`src/rtl/core/irh_avg_pkg.sv`:
```
package irh_avg_pkg;

    // Field widths
    localparam int THR_W     = 10;
    localparam int BASE_W    = 10;
    localparam int SPACING_W = 8;
    localparam int READING_W = 10;
    localparam int COUNT_W   = 16;
    localparam int HEIGHT_W  = 13;

    // Configuration port
    localparam int APB_ADDR_W = 4;
    localparam int APB_DATA_W = 32;

    // Register indexes (paddr[3:2])
    localparam logic [1:0] REG_THRESHOLD = 2'd0;
    localparam logic [1:0] REG_BASE      = 2'd1;
    localparam logic [1:0] REG_SPACING   = 2'd2;

    // Register reset values
    localparam logic [THR_W-1:0]     THRESHOLD_RST = 10'd1010;
    localparam logic [BASE_W-1:0]    BASE_RST      = 10'd50;
    localparam logic [SPACING_W-1:0] SPACING_RST   = 8'd20;

    // Sequencer states
    typedef enum logic [1:0] {
        ST_IDLE,
        ST_SUM,
        ST_DIV,
        ST_DONE
    } t_state;

endpackage

```
`src/rtl/core/ir_array_height_averager.sv`:
```
// Non-closing words: accepted back to back, one per cycle, while the sequencer is idle.
// Closing word (last sensor): accepted, then the sum is updated, then a restoring divide
// runs (one quotient bit per cycle), then the output register is loaded once the receiver
// no longer holds off the previous result word; input stalls meanwhile.
// Reset is synchronous, active low: sum, scan position and registers return to defaults.
module ir_array_height_averager #(
    parameter int NUM_SENSORS = 8,
    parameter int SUM_BITS    = 32
) (
    input  logic                                i_clk,
    input  logic                                i_rst_n,
    // input channel
    input  logic                                i_in_valid,
    output logic                                o_in_stall,
    input  logic [irh_avg_pkg::READING_W-1:0]   i_reading,
    input  logic                                i_last_sensor,
    input  logic [irh_avg_pkg::COUNT_W-1:0]     i_sample_count,
    // output channel
    output logic                                o_out_valid,
    input  logic                                i_out_stall,
    output logic [irh_avg_pkg::HEIGHT_W-1:0]    o_scan_height_mm,
    output logic [irh_avg_pkg::HEIGHT_W-1:0]    o_average_height_mm,
    output logic                                o_sum_saturated,
    // configuration port
    input  logic                                psel,
    input  logic                                penable,
    input  logic                                pwrite,
    input  logic [irh_avg_pkg::APB_ADDR_W-1:0]  paddr,
    input  logic [irh_avg_pkg::APB_DATA_W-1:0]  pwdata,
    output logic [irh_avg_pkg::APB_DATA_W-1:0]  prdata,
    output logic                                pready
);
    import irh_avg_pkg::*;

    localparam int POS_W = $clog2(NUM_SENSORS + 1);
    localparam int CNT_W = $clog2(SUM_BITS);

    // Registers
    t_state                 r_state, n_state;
    logic [THR_W-1:0]       r_threshold;
    logic [BASE_W-1:0]      r_base;
    logic [SPACING_W-1:0]   r_spacing;

    logic [POS_W-1:0]       r_pos, n_pos;
    logic [POS_W-1:0]       r_hi, n_hi;
    logic [SUM_BITS-1:0]    r_sum, n_sum;
    logic [HEIGHT_W-1:0]    r_height;
    logic                   r_clear;
    logic [COUNT_W-1:0]     r_divisor;
    logic [COUNT_W-1:0]     r_rem;
    logic [SUM_BITS-1:0]    r_quot;
    logic [CNT_W-1:0]       r_cnt;
    logic                   r_sat;

    logic                   r_out_valid;
    logic [HEIGHT_W-1:0]    r_out_height;
    logic [HEIGHT_W-1:0]    r_out_avg;
    logic                   r_out_sat;

    logic                   w_in_acc;
    logic                   w_cfg_wr;
    logic                   w_out_free;
    logic [HEIGHT_W-1:0]    w_height;
    logic [SUM_BITS-1:0]    w_sum_base;
    logic [SUM_BITS:0]      w_sum_add;
    logic [COUNT_W:0]       w_rem_shift;
    logic [COUNT_W:0]       w_rem_diff;
    logic                   w_ge;
    logic [HEIGHT_W-1:0]    w_avg;

    assign o_in_stall = (r_state != ST_IDLE);
    assign w_in_acc   = i_in_valid && !o_in_stall;
    assign w_out_free = !r_out_valid || !i_out_stall;

    // Configuration writes and reads
    assign pready   = 1'b1;
    assign w_cfg_wr = psel && penable && pwrite;

    always_ff @(posedge i_clk) begin
        if (!i_rst_n) begin
            r_threshold <= THRESHOLD_RST;
            r_base      <= BASE_RST;
            r_spacing   <= SPACING_RST;
        end else if (w_cfg_wr) begin
            unique case (paddr[3:2])
                REG_THRESHOLD: r_threshold <= pwdata[THR_W-1:0];
                REG_BASE:      r_base      <= pwdata[BASE_W-1:0];
                REG_SPACING:   r_spacing   <= pwdata[SPACING_W-1:0];
                default: ;
            endcase
        end
    end

    always_comb begin
        unique case (paddr[3:2])
            REG_THRESHOLD: prdata = APB_DATA_W'(r_threshold);
            REG_BASE:      prdata = APB_DATA_W'(r_base);
            REG_SPACING:   prdata = APB_DATA_W'(r_spacing);
            default:       prdata = '0;
        endcase
    end

    // Scan tracking: position and highest active sensor for this word
    always_comb begin
        n_pos = r_pos;
        n_hi  = r_hi;
        if (r_pos < POS_W'(NUM_SENSORS)) begin
            if (i_reading >= r_threshold) begin
                n_hi = r_pos + 1'b1;
            end
            n_pos = r_pos + 1'b1;
        end
    end

    // Scan height from highest active sensor
    assign w_height = (n_hi == '0) ? '0 :
                      HEIGHT_W'(r_base)
                      + HEIGHT_W'(HEIGHT_W'(n_hi - 1'b1) * HEIGHT_W'(r_spacing));

    // Saturating sum update
    assign w_sum_base = r_clear ? '0 : r_sum;
    assign w_sum_add  = {1'b0, w_sum_base} + (SUM_BITS + 1)'(r_height);
    assign n_sum      = w_sum_add[SUM_BITS] ? '1 : w_sum_add[SUM_BITS-1:0];

    // Restoring divide step
    assign w_rem_shift = {r_rem, r_quot[SUM_BITS-1]};
    assign w_rem_diff  = w_rem_shift - {1'b0, r_divisor};
    assign w_ge        = (w_rem_shift >= {1'b0, r_divisor});

    // Average clamp
    assign w_avg = (|r_quot[SUM_BITS-1:HEIGHT_W]) ? '1 : r_quot[HEIGHT_W-1:0];

    // Sequencer
    always_ff @(posedge i_clk) begin
        if (!i_rst_n) begin
            r_state <= ST_IDLE;
        end else begin
            r_state <= n_state;
        end
    end

    always_comb begin
        n_state = r_state;
        unique case (r_state)
            ST_IDLE: begin
                if (w_in_acc && i_last_sensor) begin
                    n_state = ST_SUM;
                end
            end
            ST_SUM: begin
                n_state = ST_DIV;
            end
            ST_DIV: begin
                if (r_cnt == CNT_W'(SUM_BITS - 1)) begin
                    n_state = ST_DONE;
                end
            end
            ST_DONE: begin
                if (w_out_free) begin
                    n_state = ST_IDLE;
                end
            end
            default: n_state = ST_IDLE;
        endcase
    end

    // Scan state and running sum
    always_ff @(posedge i_clk) begin
        if (!i_rst_n) begin
            r_pos <= '0;
            r_hi  <= '0;
            r_sum <= '0;
        end else begin
            if (w_in_acc) begin
                if (i_last_sensor) begin
                    r_pos <= '0;
                    r_hi  <= '0;
                end else begin
                    r_pos <= n_pos;
                    r_hi  <= n_hi;
                end
            end
            if (r_state == ST_SUM) begin
                r_sum <= n_sum;
            end
        end
    end

    // Datapath: height capture, divider operands
    always_ff @(posedge i_clk) begin
        if (w_in_acc && i_last_sensor) begin
            r_height  <= w_height;
            r_clear   <= (i_sample_count == '0);
            r_divisor <= (i_sample_count == '0) ? COUNT_W'(1) : i_sample_count;
        end
        unique case (r_state)
            ST_SUM: begin
                r_quot <= n_sum;
                r_rem  <= '0;
                r_cnt  <= '0;
                r_sat  <= (n_sum == '1);
            end
            ST_DIV: begin
                r_rem  <= w_ge ? w_rem_diff[COUNT_W-1:0] : w_rem_shift[COUNT_W-1:0];
                r_quot <= {r_quot[SUM_BITS-2:0], w_ge};
                r_cnt  <= r_cnt + 1'b1;
            end
            default: ;
        endcase
    end

    // Output register
    always_ff @(posedge i_clk) begin
        if (!i_rst_n) begin
            r_out_valid <= 1'b0;
        end else if (r_state == ST_DONE && w_out_free) begin
            r_out_valid <= 1'b1;
        end else if (!i_out_stall) begin
            r_out_valid <= 1'b0;
        end
    end

    always_ff @(posedge i_clk) begin
        if (r_state == ST_DONE && w_out_free) begin
            r_out_height <= r_height;
            r_out_avg    <= w_avg;
            r_out_sat    <= r_sat;
        end
    end

    assign o_out_valid         = r_out_valid;
    assign o_scan_height_mm    = r_out_height;
    assign o_average_height_mm = r_out_avg;
    assign o_sum_saturated     = r_out_sat;

`ifndef SYNTH
    // scan position never runs past the sensor count
    a_pos_range: assert property (@(posedge i_clk) disable iff (!i_rst_n)
        r_pos <= POS_W'(NUM_SENSORS))
        else $error("scan position beyond sensor count");

    // highest active sensor never above sensors seen
    a_hi_le_pos: assert property (@(posedge i_clk) disable iff (!i_rst_n)
        r_hi <= r_pos)
        else $error("highest active above scan position");

    // divider remainder stays below divisor
    a_rem_bound: assert property (@(posedge i_clk) disable iff (!i_rst_n)
        (r_state == ST_DIV) |-> (r_rem < r_divisor))
        else $error("divide remainder out of range");

    // a new result only comes from the final sequencer state
    a_out_src: assert property (@(posedge i_clk) disable iff (!i_rst_n)
        $rose(o_out_valid) |-> ($past(r_state) == ST_DONE))
        else $error("result word without finished divide");
`endif

endmodule
```
`config.mk`:
```
export PLATFORM = sky130hd
export DESIGN_NAME = ir_array_height_averager
export DESIGN_NICKNAME = d
export VERILOG_FILES = /design/src/rtl/core/irh_avg_pkg.sv /design/src/rtl/core/ir_array_height_averager.sv
export SDC_FILE = /design/constraint.sdc
export NUM_CORES = 1
export LEC_CHECK = 0
export BUFFER_PORTS_ARGS = -buffer_cell sky130_fd_sc_hd__buf_2
export CORE_AREA = 3 3 136 151
export CTS_CLUSTER_DIAMETER = 30
export DETAILED_ROUTE_END_ITERATION = 6
export DIE_AREA = 0 0 139 154
export PLACE_DENSITY_LB_ADDON = 0.3
export SLEW_MARGIN = 20
export SYNTH_ARGS = -nofsm -noshare
export SYNTH_HDL_FRONTEND = slang
export SYNTH_SLANG_ARGS = --single-unit
```
`constraint.sdc`:
```
create_clock -name i_clk -period 7.3 [get_ports i_clk]
set_input_delay 0.365 -clock i_clk [delete_from_list [all_inputs] [get_ports i_clk]]
set_output_delay 0.365 -clock i_clk [all_outputs]
set_load 0.03 [all_outputs]
```
Yosys cells after proc, flatten, opt, wreduce, memory -nomap -nowiden:

Index checks and enable logic that the tools add are counted.

* bits in registers: 182
* latch bits: 0
* memory bits (writable): 0
* memory bits (read-only): 0
* input bits: 70
* output and inout bits: 62
* memories: 0

* $add $sub $neg: 6
* multipliers: 1
* divide/modulo/power cells: 0
* order comparisons: 3
* equal/unequal tests: 11
* shift-type cells: 0
* muxes and demuxes: 18
* bitwise logic cells: 0
* reductions and logical operators: 22

Operators by type and width (count)
* $mux W32: 2
* $pmux W32 S2: 1
* $add A32 B13 Y33: 1
* $eq A32 B32 Y1 const B: 1
* $pmux W16 S2: 1
* $pmux W10 S3: 1
* $mux W4: 5
* $reduce_or A19 Y1: 1
* $ge A17 B16 Y1: 1
* $logic_not A16 Y1: 1
* $mux W16: 1
* $sub A16 B16 Y16: 1
* $add A10 B13 Y13: 1
* $mul A5 B9 Y13: 1
* $ge A10 B10 Y1: 1
* $pmux W5 S2: 1
* $pmux W2 S4: 1
* $reduce_and A2 Y1: 4
* $eq A2 B2 Y1 const B: 3
* $mux W2: 3
* $ne A2 B2 Y1 const B: 3
* $reduce_bool A2 Y1: 3
* $add A5 B1 Y5 const B: 1
* $eq A5 B5 Y1 const B: 1
* 12 further kinds: 21

Depth between registers and ports, before layout:

* depth in word-level cells: 6
* depth in mapped cells: 30

Worst setup path after synthesis:

No wires, ideal clock.

* path kind: in2reg
* from: in i_reading[0] in the netlist's numbering
* to: reg r_height[12] (data pin)
* data arrival time: 6.233 ns
* required time: 7.041 ns
* slack: 0.808 ns
* stages on the path: 28
* path buffers: 0
* cell sequence: inv_1 -> ha_1 -> nand2b_1 -> a21o_1 -> a21o_1 -> a21o_1 -> a21oi_1 -> a21oi_1 -> o21ai_1 -> ha_1 -> nand3_1 -> clkinv_1 -> nand2b_1 -> fa_1 -> fa_1 -> fa_1 -> inv_1 -> fa_1 -> ha_1 -> a21o_1 -> a21oi_1 -> o21bai_1 -> a21oi_1 -> o21ai_0 -> a21o_1 -> a21oi_1 -> xnor2_1 -> nor2_1

* cells in the longest elaborated chain, start to end: 6
* elaborated cells on any way between the ends: 7
* classes of those cells: add/sub: 2; mul: 1; order compare: 1; mux: 2; reduce/logical: 1

RTL lines
* start: declaration: line ir_array_height_averager.sv:15 `input logic [irh_avg_pkg::READING_W-1:0] i_reading,`
* $ge A10 B10 Y1 *: line ir_array_height_averager.sv:108 `if (i_reading >= r_threshold) begin`
* $mux W4 *: line ir_array_height_averager.sv:108
* $mux W4 *: line ir_array_height_averager.sv:107 `if (r_pos < POS_W'(NUM_SENSORS)) begin`
* $sub A4 B1 Y5: line ir_array_height_averager.sv:118 `+ HEIGHT_W'(HEIGHT_W'(n_hi - 1'b1) * HEIGHT_W'(r_spacing));`
* $mul A5 B9 Y13: line ir_array_height_averager.sv:118
* $add A10 B13 Y13: line ir_array_height_averager.sv:118
* end signal: assignment: line ir_array_height_averager.sv:192 `r_height <= w_height;`
* end: declaration: line ir_array_height_averager.sv:47 `logic [HEIGHT_W-1:0] r_height;`

Mark *: on every way between the ends. The rest lies on a longest branch, timed or not.
A chain may end at the register's enable or synchronous reset.

Worst setup path in the final report:

* from: reg r_threshold[0]
* to: reg r_height[12] (data pin)

* cells in the longest elaborated chain, start to end: 6
* elaborated cells on any way between the ends: 7
* classes of those cells: add/sub: 2; mul: 1; order compare: 1; mux: 2; reduce/logical: 1

RTL lines
* start: declaration: line ir_array_height_averager.sv:40 `logic [THR_W-1:0] r_threshold;`
* start signal: assignment: line ir_array_height_averager.sv:86 `REG_THRESHOLD: r_threshold <= pwdata[THR_W-1:0];`
* $ge A10 B10 Y1 *: line ir_array_height_averager.sv:108
* $mux W4 *: line ir_array_height_averager.sv:108
* $mux W4 *: line ir_array_height_averager.sv:107
* $sub A4 B1 Y5: line ir_array_height_averager.sv:118
* $mul A5 B9 Y13: line ir_array_height_averager.sv:118
* $add A10 B13 Y13: line ir_array_height_averager.sv:118

Marks and branches as above.

==> qor.csv <==
stage,metric,value,unit
yosys,Synthesis Warnings,0,
yosys,"Seq/Total Area, Yosys",41.8,%
floorplanning,site row count,53,
floorplanning,chip width,139,um
job,maxcap violations,0,
setup_path,CP Class,flop to flop,
status,outcome,"complete, no violations",
route,Via Count,8473,
clock_tree,Worst-path clk slew,0.07,ns
setup_path,CP Data Arrival Time,6.96,ns
sta,Fin. Hold Viols,0,
power,part of the power in registers,39.5,%
sta,fmax,148,MHz
floorplanning,# IOs,132,
power,Comb power frac,39.9,%
setup_path,worst reg2reg startpoint,r_threshold[0],
finish,FILL cells,1532,
grt,first-pass GRT wire length,40800,um
floorplanning,CORE AREA,0.0191,mm^2
power,clock group share of total power,20.7,%
setup_path,worst reg2reg path endpoint,r_height[12],
setup_path,CP Data Required Time,7.48,ns
power,Power Internal,0.00253,W
grt,largest net degree at the start of global routing,55,
clock_tree,CTS Buf Count,17,
yosys,number of synthesized flops with an enable pin,111,
sta,Tmin final,6.78,ns
placed_design,Routability Congestion,0.881,
clock_tree,CTS tree,done,
floorplanning,initial cell density of the core,59.6,%
finish,area grow syn2layout,9.45,%
clock_tree,CTS Buffer Depth,2,
floorplanning,die area,0.0214,mm^2
yosys,Synth Register Bits,182,
yosys,mapped cell area,0.0114,mm^2
power,Cell Pwr Density,327,mW/mm^2
setup_path,FF-to-FF setup slack,0.52,ns
hold_path,worst hold path startpoint,i_sample_count[9],
yosys,Post-synth top flop,edfxtp_1,
route,Detail Route Antenna Nets,0,
yosys,Cell variety after synth,65,
grt,gr ovfl total,0,
sta,Slew @ Worst Pin,1.06,ns
sta,RSZ-0062 raised after global routing,no,
hold_path,Hold Path Sink,r_divisor[9],
grt,vias in the first global route,8409,
placed_design,port buffer count,84,
power,switching share of power,37.9,%
finish,nets,1403,
finish,Inserted Diodes,0,
setup_path,R2R cell count,26,
setup_path,CP startpoint kind,flop,
placed_design,post-DP HPWL,18000,um
clock_tree,# clock sinks,182,
clock_tree,"Clk Latency, worst-skew pair",0.43,ns
hold_path,Hold WC Path Type,input port to flop,
route,post-DR vias/cell,5.71,
sta,Final Slew Violations,0,
route,wire per inst,16.4,um
sta,Fin Setup TNS,0,ns
floorplanning,Die Y,154,um
setup_path,"Max FO, Critical Path",6,
route,First-pass DRT Iterations,5,
clock_tree,setup bufs post-CTS,0,
yosys,Synth async-reset ratio,0,%
yosys,Mapped Cells,1165,
sta,Worst Skew,0.0116,ns
hold_path,Hold Path Depth,1,
grt,GRT Util Overall,23.2,%
placed_design,Setup WS pre-CTS,0.446,ns
route,DRC Markers,0,
power,Max VDD drop,0.178,mV
finish,ratio of cells with drive above 1 in the final layout,12.8,%
sta,Worst Slack Setup Final,0.521,ns
sta,Rel. slew slack,29.0,%
sta,Tcrit/Tclk final,92.9,%
yosys,Mean Syn Cell Area,9.77,um^2
power,Sw Pwr,0.00154,W
clock_tree,post_cts resized,0,
clock_tree,"Hold-fix buffers, CTS",0,
clock_tree,root buffer cell,clkbuf_16,
route,Post-Route WL,24400,um
clock_tree,CTS H-tree depth,4,
route,1st-iter DRT viols,577,
power,LEAKAGE,5.25,nW
grt,initial antenna violation count,0,
sta,Final setup viols,0,
setup_path,crit end category,flop,
[power groups by stage]
stage / Combinational [W] / Clock (W) / Sequential [W]
2_1_floorplan: 0.00128 / 0 / 0.00158
3_3_place_gp: 0.00156 / 0 / 0.00161
3_5_place_dp: 0.00161 / 0 / 0.00162
4_1_cts: 0.00163 / 0.000851 / 0.00160
5_1_grt: 0.00183 / 0.000887 / 0.00163
6_report: 0.00162 / 0.000841 / 0.00161
[sequential cells by signal, indices dropped and copies added (netlist names), 2 cells and up]
signal / cells
r_sum: 32
r_quot: 32
r_divisor: 16
r_threshold: 10
r_height: 13
o_average_height_mm: 13
r_cnt: 5
r_rem: 16
r_pos: 4
o_scan_height_mm: 13
r_state: 2
r_hi: 4
r_spacing: 8
r_base: 10
[placed cells by master (no fill, tap or decap), types with 9 or more instances in the layout]
cell       count
nor4_1        10
inv_1         94
edfxtp_1     111
fa_1          30
o21ai_0       39
clkbuf_16     17
nand2_1       70
nor3_1        32
nor2_1       124
nor2b_1       29
xnor2_1       26
and2_1        37
buf_4         14
a211oi_1      16
o211ai_1      12
conb_1        23
dfxtp_1       71
nand2b_1      14
mux2i_1       54
a21oi_1       55
buf_2         84
ha_1          77
mux2_2        14
a31oi_1        9
and3_1        17
nand3_1       28
a21o_1        15
xor2_1        21
[cell type report]
class                           instances  area (um^2)  area share, %
Sequential cell                       182         4750           38.1
Timing Repair Buffer                   98          526           4.22
Clock buffer                           21          450           3.61
Multi-Input combinational cell        829         5980           48.0
Clock inverter                         11         76.3          0.612
Inverter                               97          364           2.92
Tap cell                              247          309           2.48
[cells in the mapped netlist, drive strengths merged, types with 2 or more instances]
cell type / count / area, um^2
o211ai: 12 / 90.1
nand3: 28 / 140
a31oi: 9 / 56.3
inv: 95 / 357
buf: 32 / 213
or2: 5 / 31.3
nor2: 124 / 465
nor4: 14 / 106
edfxtp: 111 / 3330
fa: 30 / 601
nor2b: 29 / 181
and2: 37 / 231
a21oi: 55 / 275
a211oi: 16 / 120
clkinv: 2 / 7.51
o22ai: 3 / 25.0
a211o: 4 / 37.5
nor3: 33 / 170
dfxtp: 71 / 1420
or3: 3 / 18.8
nor3b: 2 / 15.0
mux2i: 54 / 541
ha: 78 / 976
nand4: 6 / 37.5
a221oi: 2 / 35.0
clkbuf: 46 / 173
a311oi: 8 / 70.1
xor2: 21 / 184
o2111ai: 4 / 35.0
nand2b: 14 / 87.6
and4: 7 / 61.3
nand2: 70 / 263
a21boi: 2 / 15.0
and3: 17 / 106
or4: 3 / 26.3
mux2: 14 / 158
o21ai: 42 / 210
o21a: 3 / 22.5
o21bai: 3 / 22.5
a22oi: 2 / 15.0
a21o: 15 / 113
xnor2: 26 / 228
conb: 2 / 7.51
[routing by layer]
| layer | vias up | global-route usage [%] | wire length (um) |
|---|---|---|---|
| met3 | 55 | 3.36 | 1100 |
| met1 | 4029 | 29.1 | 10300 |
| li1 | 4147 | - | - |
| met4 | 0 | 8.67 | 752 |
| met2 | 242 | 40.7 | 12300 |
| met5 | - | 0 | 0 |
[kinds of logic after synthesis]
family | share of synthesized area [%]
muxes | 6.13
adders and majority gates | 13.8
AOI/OAI and AO/OA | 10.7
and+or+nand+nor | 17.3
xor gates and xnor gates | 3.62
buffers and inverters | 6.58
DFF | 41.8
other | 0.0660
[worst max path at each step]
stage	slack, ns	start	depth (start not counted)	end
2_1_floorplan	0.81	i_reading[0]	28	r_height[12]
3_3_place_gp	0.57	i_reading[0]	27	r_height[12]
3_5_place_dp	0.45	i_reading[0]	28	r_height[12]
4_1_cts	0.53	r_threshold[0]	26	r_height[12]
5_1_grt	0.03	r_threshold[0]	26	r_height[12]
6_report	0.52	r_threshold[0]	26	r_height[12]
[critical path: stages (launching register included)]
cell and delay [ns]:
dfxtp_1 0.33, ha_1 0.26, nand2b_1 0.14, a21o_1 0.17, a21o_1 0.17, a21o_1 0.18
a21oi_1 0.19, a21oi_1 0.23, a221oi_1 0.55, nand3_1 0.20, clkinv_1 0.09, nand2b_1 0.08
fa_1 0.53, fa_1 0.53, fa_1 0.55, inv_1 0.05, fa_1 0.50, ha_1 0.32
a21o_1 0.15, a21oi_1 0.25, o21bai_1 0.10, a21oi_1 0.21, o21ai_0 0.19, a21o_1 0.21
a21oi_1 0.17, xnor2_1 0.13, nor2_1 0.05
[per-stage QoR]
step           power (W)  instances  hold slack (ns)  utilization (%)  area, um^2
5_1_grt          0.00435       1485            0.112             65.3       12500
4_1_cts          0.00408       1485            0.111             65.2       12500
2_1_floorplan    0.00286       1186            0.400                -       11500
6_report         0.00407       1485            0.122             65.3       12500
3_3_place_gp     0.00317       1453            0.401             62.5       11900
3_5_place_dp     0.00323       1453            0.411             62.5       11900
No activity file was read; power rests on OpenSTA's default activity.
